--- src/hdl/htw_pkg.sv ---
// Package for the hierarchical timer wheel: sizes, codes, shared types
// and the bucket selection function.
// Used by every other file of the block; depends on nothing.
package htw_pkg;

   // Wheel geometry.
   localparam int NUM_TIMERS = 64;
   localparam int SLOT_SHIFT = 6;
   localparam int INNER_BITS = 10;
   localparam int OUTER_BITS = 8;

   localparam int IN_SLOTS  = 1 << INNER_BITS;
   localparam int OUT_SLOTS = 1 << OUTER_BITS;
   localparam int NBUCKETS  = IN_SLOTS + 2 * OUT_SLOTS;
   localparam int BKT_W     = $clog2(NBUCKETS);
   localparam int ENT_AW    = (NUM_TIMERS > 1) ? $clog2(NUM_TIMERS) : 1;

   // Fixed field widths.
   localparam int ID_W   = 6;
   localparam int TIME_W = 32;
   localparam int PTR_W  = 7;
   localparam logic [PTR_W-1:0] NIL = '1;

   typedef enum logic [1:0] {
      OP_ADD    = 2'd0,
      OP_DELETE = 2'd1,
      OP_TICK   = 2'd2,
      OP_UNUSED = 2'd3
   } op_type;

   typedef enum logic [2:0] {
      KIND_ADDED    = 3'd0,
      KIND_REJECTED = 3'd1,
      KIND_DELETED  = 3'd2,
      KIND_IDLE     = 3'd3,
      KIND_EXPIRED  = 3'd4,
      KIND_NONE     = 3'd5,
      KIND_NOT_DUE  = 3'd6
   } kind_type;

   // One bucket: first and last entry of its list.
   typedef struct packed {
      logic [PTR_W-1:0] head;
      logic [PTR_W-1:0] tail;
   } bkt_word_type;

   // Write command to the entry store; one address, one enable per field.
   typedef struct packed {
      logic              we_exp;
      logic              we_next;
      logic              we_prev;
      logic              we_bkt;
      logic [ENT_AW-1:0] addr;
      logic [TIME_W-1:0] expiry;
      logic [PTR_W-1:0]  next;
      logic [PTR_W-1:0]  prev;
      logic [BKT_W-1:0]  bkt;
   } ent_wr_type;

   // Registered read data of the entry store.
   typedef struct packed {
      logic [TIME_W-1:0] expiry;
      logic [PTR_W-1:0]  next;
      logic [PTR_W-1:0]  prev;
      logic [BKT_W-1:0]  bkt;
   } ent_rd_type;

   // True when a link names a real entry.
   function automatic logic ptr_ok(logic [PTR_W-1:0] p);
      return ({{(32-PTR_W){1'b0}}, p} < 32'(NUM_TIMERS));
   endfunction

   // True when a timer id names a real entry.
   function automatic logic id_ok(logic [ID_W-1:0] id);
      return ({{(32-ID_W){1'b0}}, id} < 32'(NUM_TIMERS));
   endfunction

   // Bucket that a timer expiring at e belongs in, seen from wheel time wt.
   function automatic logic [BKT_W-1:0] pick_bucket(logic [TIME_W-1:0] e,
                                                    logic [TIME_W-1:0] wt,
                                                    logic [INNER_BITS-1:0] inner);
      logic [TIME_W-1:0] d;
      logic [TIME_W-1:0] sl;
      logic [BKT_W-1:0]  b;
      d = e - wt;
      if ((d >> (SLOT_SHIFT + INNER_BITS)) == '0) begin
         sl = e >> SLOT_SHIFT;
         b  = BKT_W'(sl[INNER_BITS-1:0]);
      end else if ((d >> (SLOT_SHIFT + INNER_BITS + OUTER_BITS)) == '0) begin
         sl = e >> (SLOT_SHIFT + INNER_BITS);
         b  = BKT_W'(IN_SLOTS) + BKT_W'(sl[OUTER_BITS-1:0]);
      end else if (d[TIME_W-1]) begin
         sl = '0;
         b  = BKT_W'(inner);
      end else begin
         sl = e >> (SLOT_SHIFT + INNER_BITS + OUTER_BITS);
         b  = BKT_W'(IN_SLOTS + OUT_SLOTS) + BKT_W'(sl[OUTER_BITS-1:0]);
      end
      return b;
   endfunction

endpackage

--- src/hdl/htw_entry_store.sv ---
// Per-timer storage: expiry, list links and owning bucket.
// Depends on htw_pkg. One read address and one write address per cycle.
module htw_entry_store (
   input  logic                           clock,
   input  htw_pkg::ent_wr_type            wr,
   input  logic [htw_pkg::ENT_AW-1:0]     rd_addr,
   output htw_pkg::ent_rd_type            rd
);

   logic [htw_pkg::TIME_W-1:0] exp_mem  [htw_pkg::NUM_TIMERS];
   logic [htw_pkg::PTR_W-1:0]  next_mem [htw_pkg::NUM_TIMERS];
   logic [htw_pkg::PTR_W-1:0]  prev_mem [htw_pkg::NUM_TIMERS];
   logic [htw_pkg::BKT_W-1:0]  bkt_mem  [htw_pkg::NUM_TIMERS];
   htw_pkg::ent_rd_type        rd_ff;

   // Field writes share one address.
   always_ff @(posedge clock) begin
      if (wr.we_exp)  exp_mem[wr.addr]  <= wr.expiry;
      if (wr.we_next) next_mem[wr.addr] <= wr.next;
      if (wr.we_prev) prev_mem[wr.addr] <= wr.prev;
      if (wr.we_bkt)  bkt_mem[wr.addr]  <= wr.bkt;
   end

   // Registered read of all fields of one entry.
   always_ff @(posedge clock) begin
      rd_ff.expiry <= exp_mem[rd_addr];
      rd_ff.next   <= next_mem[rd_addr];
      rd_ff.prev   <= prev_mem[rd_addr];
      rd_ff.bkt    <= bkt_mem[rd_addr];
   end

   assign rd = rd_ff;

endmodule

--- config.mk ---
export PLATFORM = sky130hd
export DESIGN_NAME = htw_entry_store
export DESIGN_NICKNAME = d
export VERILOG_FILES = /design/src/hdl/htw_pkg.sv /design/src/hdl/htw_entry_store.sv
export SDC_FILE = /design/constraint.sdc
export NUM_CORES = 2
export LEC_CHECK = 0
export ABC_AREA = 0
export BUFFER_PORTS_ARGS = -buffer_cell sky130_fd_sc_hd__buf_2
export CORE_MARGIN = 3
export CORE_UTILIZATION = 60
export CTS_BUF_LIST = sky130_fd_sc_hd__clkbuf_4 sky130_fd_sc_hd__clkbuf_8
export CTS_CLUSTER_DIAMETER = 50
export DETAILED_ROUTE_END_ITERATION = 12
export GPL_ROUTABILITY_DRIVEN = 1
export PLACE_DENSITY = 0.74
export SLEW_MARGIN = 20
export SYNTH_ARGS = -nofsm -noshare
export SYNTH_HDL_FRONTEND = slang
export SYNTH_SLANG_ARGS = --single-unit
--- constraint.sdc ---
create_clock -name clock -period 8.6 [get_ports clock]
set_clock_uncertainty 0.05 [all_clocks]
set_input_delay 1.72 -clock clock [delete_from_list [all_inputs] [get_ports clock]]
set_output_delay 1.72 -clock clock [all_outputs]
set_load 0.01 [all_outputs]
Word level (Yosys, flattened, before mapping) --
Memory sizes are Yosys's and may differ from the RTL's. A register that Yosys moved wholly into a read port is not among the register bits. Index checks and enable logic that the tools add are counted.
Operators by class: multiplexer cells 8
Operator list (count):
- 2-to-1 mux 1 bit | 8
Word-level totals: register bits after elaboration 0, bits in writable memories 3648, memories kept 4
Memories:
- exp_mem | words 64, width 32, rd ports 1, clocked after memory_dff 1, wr ports 1, RTL line htw_entry_store.sv:10 | logic [htw_pkg::TIME_W-1:0] exp_mem [htw_pkg::NUM_TIMERS];
- bkt_mem | words 64, width 11, rd ports 1, clocked after memory_dff 1, wr ports 1, RTL line htw_entry_store.sv:13 | logic [htw_pkg::BKT_W-1:0] bkt_mem [htw_pkg::NUM_TIMERS];
- next_mem | words 64, width 7, rd ports 1, clocked after memory_dff 1, wr ports 1, RTL line htw_entry_store.sv:11 | logic [htw_pkg::PTR_W-1:0] next_mem [htw_pkg::NUM_TIMERS];
- prev_mem | words 64, width 7, rd ports 1, clocked after memory_dff 1, wr ports 1, RTL line htw_entry_store.sv:12 | logic [htw_pkg::PTR_W-1:0] prev_mem [htw_pkg::NUM_TIMERS];

Logic depth before layout (Yosys ltp) --
depth in word-level cells 2, depth in mapped cells 10, depth with buffers taken out 5

Worst setup path after synthesis --
OpenSTA, ideal clock, no wires.
kind in2reg, start input port wr[59] (netlist bit), end memory exp_mem[44][0] (netlist bit), enable pin, data arrival time 3.547 ns, slack 4.611 ns, stages 5, buffers on the path 2, path through clkbuf_1 > or3b_2 > clkbuf_1 > nor2_1 > and2_1
RTL lines:
- start, declared | RTL line htw_entry_store.sv:5 | input htw_pkg::ent_wr_type wr,
- end, declared | RTL line htw_entry_store.sv:10
Straight into the memory's write port.

==> results_dict.tcl <==
set metrics [dict create \
    synthTopCellsByCount "3,648 x edfxtp_1, 806 x mux4_2, 257 x and2_1" \
    yosys_register_bits 3705 \
    overflow 0 \
    maxCapViolations 0 \
    fin_nets 6928 \
    path_depth 8 \
    cts.sinks 3705 \
    hold_depth 3 \
    drt_iter0_markers 12100 \
    dominantRegCellSynth "edfxtp_1" \
    cts-htree-levels 6 \
    clk_latency_ns 1.14 \
    timing.rr.start "bkt_mem[55][7]$_DFFE_PP_" \
    cts_buffer_depth 4 \
    area_growth_pct 11.1 \
    grt_pass1_vias 71900 \
    synth_area_leader_cell "edfxtp_1" \
    yosysWarnings 0 \
    antenna_found_initial 74 \
    synthTopCellsByArea "edfxtp_1 78%, mux4_2 13%, a22oi_1 1.3%" \
    hp-class "register to register" \
    drc 0 \
    final_antenna_net_count 1 \
    vias 73200 \
    ys_seq_area_share_pct 78.6 \
    first_pass_iters 6 \
    critPathBufInv 3 \
    grt_first_pass_wirelength_um 548000 \
    synth_fa_ha_area_share_pct 0 \
    synth_nets 6441 \
    fp-row-count 177 \
    status "finished, violations left" \
    r2r-end "rd[7]$_DFF_P_" \
    rsz0062_at_grt "false" \
    synthXorXnorAreaFrac_pct 0 \
    start_kind "primary input" \
    worst_pin_slew_ns 1.30 \
    setup_slack_ns 4.17 \
    routed_wl_um 392000 \
    hold_ws_ns 0.710 \
    fin_setup_tns_ns 0 \
    peakVddDrop_uv 192 \
    synth-compound-area-share_pct 2.89 \
    yosysMostFrequentCell "edfxtp_1" \
    crit_required_ns 9.48 \
    core_um2 233000 \
    cp_max_fo 84 \
    grt_usage_pct 32.7 \
    cts_root_buf "clkbuf_8" \
    drive_gt1_share_pct 30.4 \
    async_flop_share_pct 0 \
    finalMaxSlewViolations 0 \
    ctsHoldBuffers 0 \
    synth.distinct_cells 41 \
    start_util_pct 60.4 \
    p_per_area_nw_per_um2 231 \
    cts_made_buffers 578 \
    dp_hpwl_um 226000 \
    top_layer "met5" \
    violations "antenna rules" \
    io_buffers 130 \
    wl_met2_um 180000 \
    io_pins 131 \
    hold_viol_final 0 \
    slowest_stage "buf_4" \
    synth_top_area_share_pct 77.8 \
    min_period_over_period_pct 51.5 \
    multi_input_area_um2 28500 \
    rrSetupSlack_ns 6.19 \
    synth_cells 6367 \
    critPathMaxStageDelay_ns 0.69 \
    cts_resized 0 \
    synthesis.area_um2 141000 \
    synth_edf_count 3648 \
    met1_length_um 136000 \
    critPathMostFrequentCell "buf_4" \
    synth_top_family_by_area "multiplexers" \
    period_needed_ns 4.43 \
    fill_cells 14300 \
    path_class "primary input to register" \
    wire_per_inst_um 37.3 \
    rr_worst_depth 5 \
    setup_viol 0 \
    post_cts_buffers 0 \
    power_leakage_nw 49.2 \
    grt_max_degree 127 \
    dr_wl_met3_um 55900 \
    dieHeight_um 490 \
    clk_pin_slew_ns 0.06 \
    crit_end "rd[26]$_DFF_P_" \
    die_w_um 490 \
    gp_congestion 0.938 \
    viasPerCell 6.97 \
    syn_area_per_cell_um2 22.1 \
    synthMuxAreaShare_pct 14.8 \
    startpoint "rd_addr[0]" \
    max_clock_freq_mhz 226 \
    end_kind "register" \
    die-area_um2 241000 \
    crit_arrival_ns 5.31 \
    dp_slack_ns 3.18 \
    yosys.area_share.simple_pct 2.42 \
    maxSlewHeadroom_pct 13.1 \
    crit_family "buffers and inverters" \
    cts_tree "done" \
    seq_area_um2 111000 \
    cp_cell_sequence "buf_12, buf_4, nand4bb_4, buf_4, o22ai_1, nor4_1, o21ai_0, a31oi_1" \
]
==> where the power goes <==
| part | switching, W | internal, W | total, W |
|---|---|---|---|
| sequential | 0.000134 | 0.0200 | 0.0201 |
| clock | 0.00664 | 0.00762 | 0.0143 |
| combinational | 0.00121 | 0.000603 | 0.00181 |
| total | 0.00798 | 0.0282 | 0.0362 |
==> worst min-delay path, delay by kind of cell (launching register included) <==
kind            cells  cell delay [ns]
mux                 1             0.22
compound gates      2             0.21
flops               1             0.32
==> area by class of cell <==
| type | count | area share (%) |
|---|---|---|
| sequential | 3705 | 70.8 |
| tap | 3132 | 2.51 |
| antenna | 106 | 0.170 |
| clock inverter | 177 | 0.685 |
| clock buffer | 808 | 6.30 |
| timing repair buffer | 285 | 1.37 |
| multi-input combinational | 2284 | 18.2 |
==> flip-flops by register name, indices dropped and copies added (netlist names) <==
name	count
bkt_mem	704
exp_mem	2048
next_mem	448
prev_mem	448
rd	57
==> how the worst min path moves through the flow <==
stage	slack, ns	startpoint	end
after detailed placement	0.73	exp_mem[38][23]$_DFFE_PP_	rd[48]$_DFF_P_
after global placement	0.71	exp_mem[30][29]$_DFFE_PP_	rd[54]$_DFF_P_
after CTS	0.71	exp_mem[16][14]$_DFFE_PP_	rd[39]$_DFF_P_
after floorplan	0.66	prev_mem[26][3]$_DFFE_PP_	rd[14]$_DFF_P_
after global routing	0.76	exp_mem[30][30]$_DFFE_PP_	rd[55]$_DFF_P_
final	0.71	exp_mem[16][14]$_DFFE_PP_	rd[39]$_DFF_P_
==> placed cells by master (no fill, tap or decap), types with 5 or more instances in the layout <==
cell and instances:
and2_4 23, clkbuf_4 203, nor3_1 15, inv_6 12
clkinv_1 99, a41oi_1 13, nand3_1 66, nand2b_1 12
o21ai_0 15, clkinvlp_4 16, and2_2 43, clkinv_2 39
edfxtp_1 3648, a32oi_1 10, dfxtp_1 57, and2_1 191
nor2b_4 6, nand3b_1 8, buf_4 175, or4_1 5
o221ai_1 26, nor2_1 172, mux2_2 140, mux2i_1 106
o21ai_1 22, diode_2 106, mux4_2 806, bufinv_16 8
a21oi_1 40, a22oi_1 241, nor4_1 38, a31oi_1 42
clkbuf_8 605, buf_12 17, nand2_1 29, buf_2 91
o22ai_1 173
==> per-layer routing <==
| layer | up-vias | track usage [%] |
|---|---|---|
| met5 | - | 0 |
| met4 | 24 | 15.9 |
| met3 | 1017 | 10.9 |
| met2 | 5907 | 47.7 |
| met1 | 38200 | 45.1 |
| li1 | 28100 | - |
==> through the flow <==
step / total power [W] / util [%] / std cells / area, um2
floorplan: 0.0214 / - / 6367 / 141000
global placement: 0.0222 / 62.3 / 9405 / 145000
detailed placement: 0.0223 / 62.3 / 9405 / 145000
CTS: 0.0363 / 67.0 / 10400 / 156000
global route: 0.0372 / 67.1 / 10500 / 156000
finish: 0.0362 / 67.1 / 10500 / 156000
==> cells by family (layout without fill, tap and decap cells) <==
kind of cell | after synthesis | in the layout
flip-flops | 3705 | 3705
other | 0 | 106
AND/OR/NAND/NOR | 638 | 638
AO/OA/AOI/OAI | 594 | 594
multiplexers | 1052 | 1052
buffers and inverters | 378 | 1270
Power figures use the tool's default switching activity.
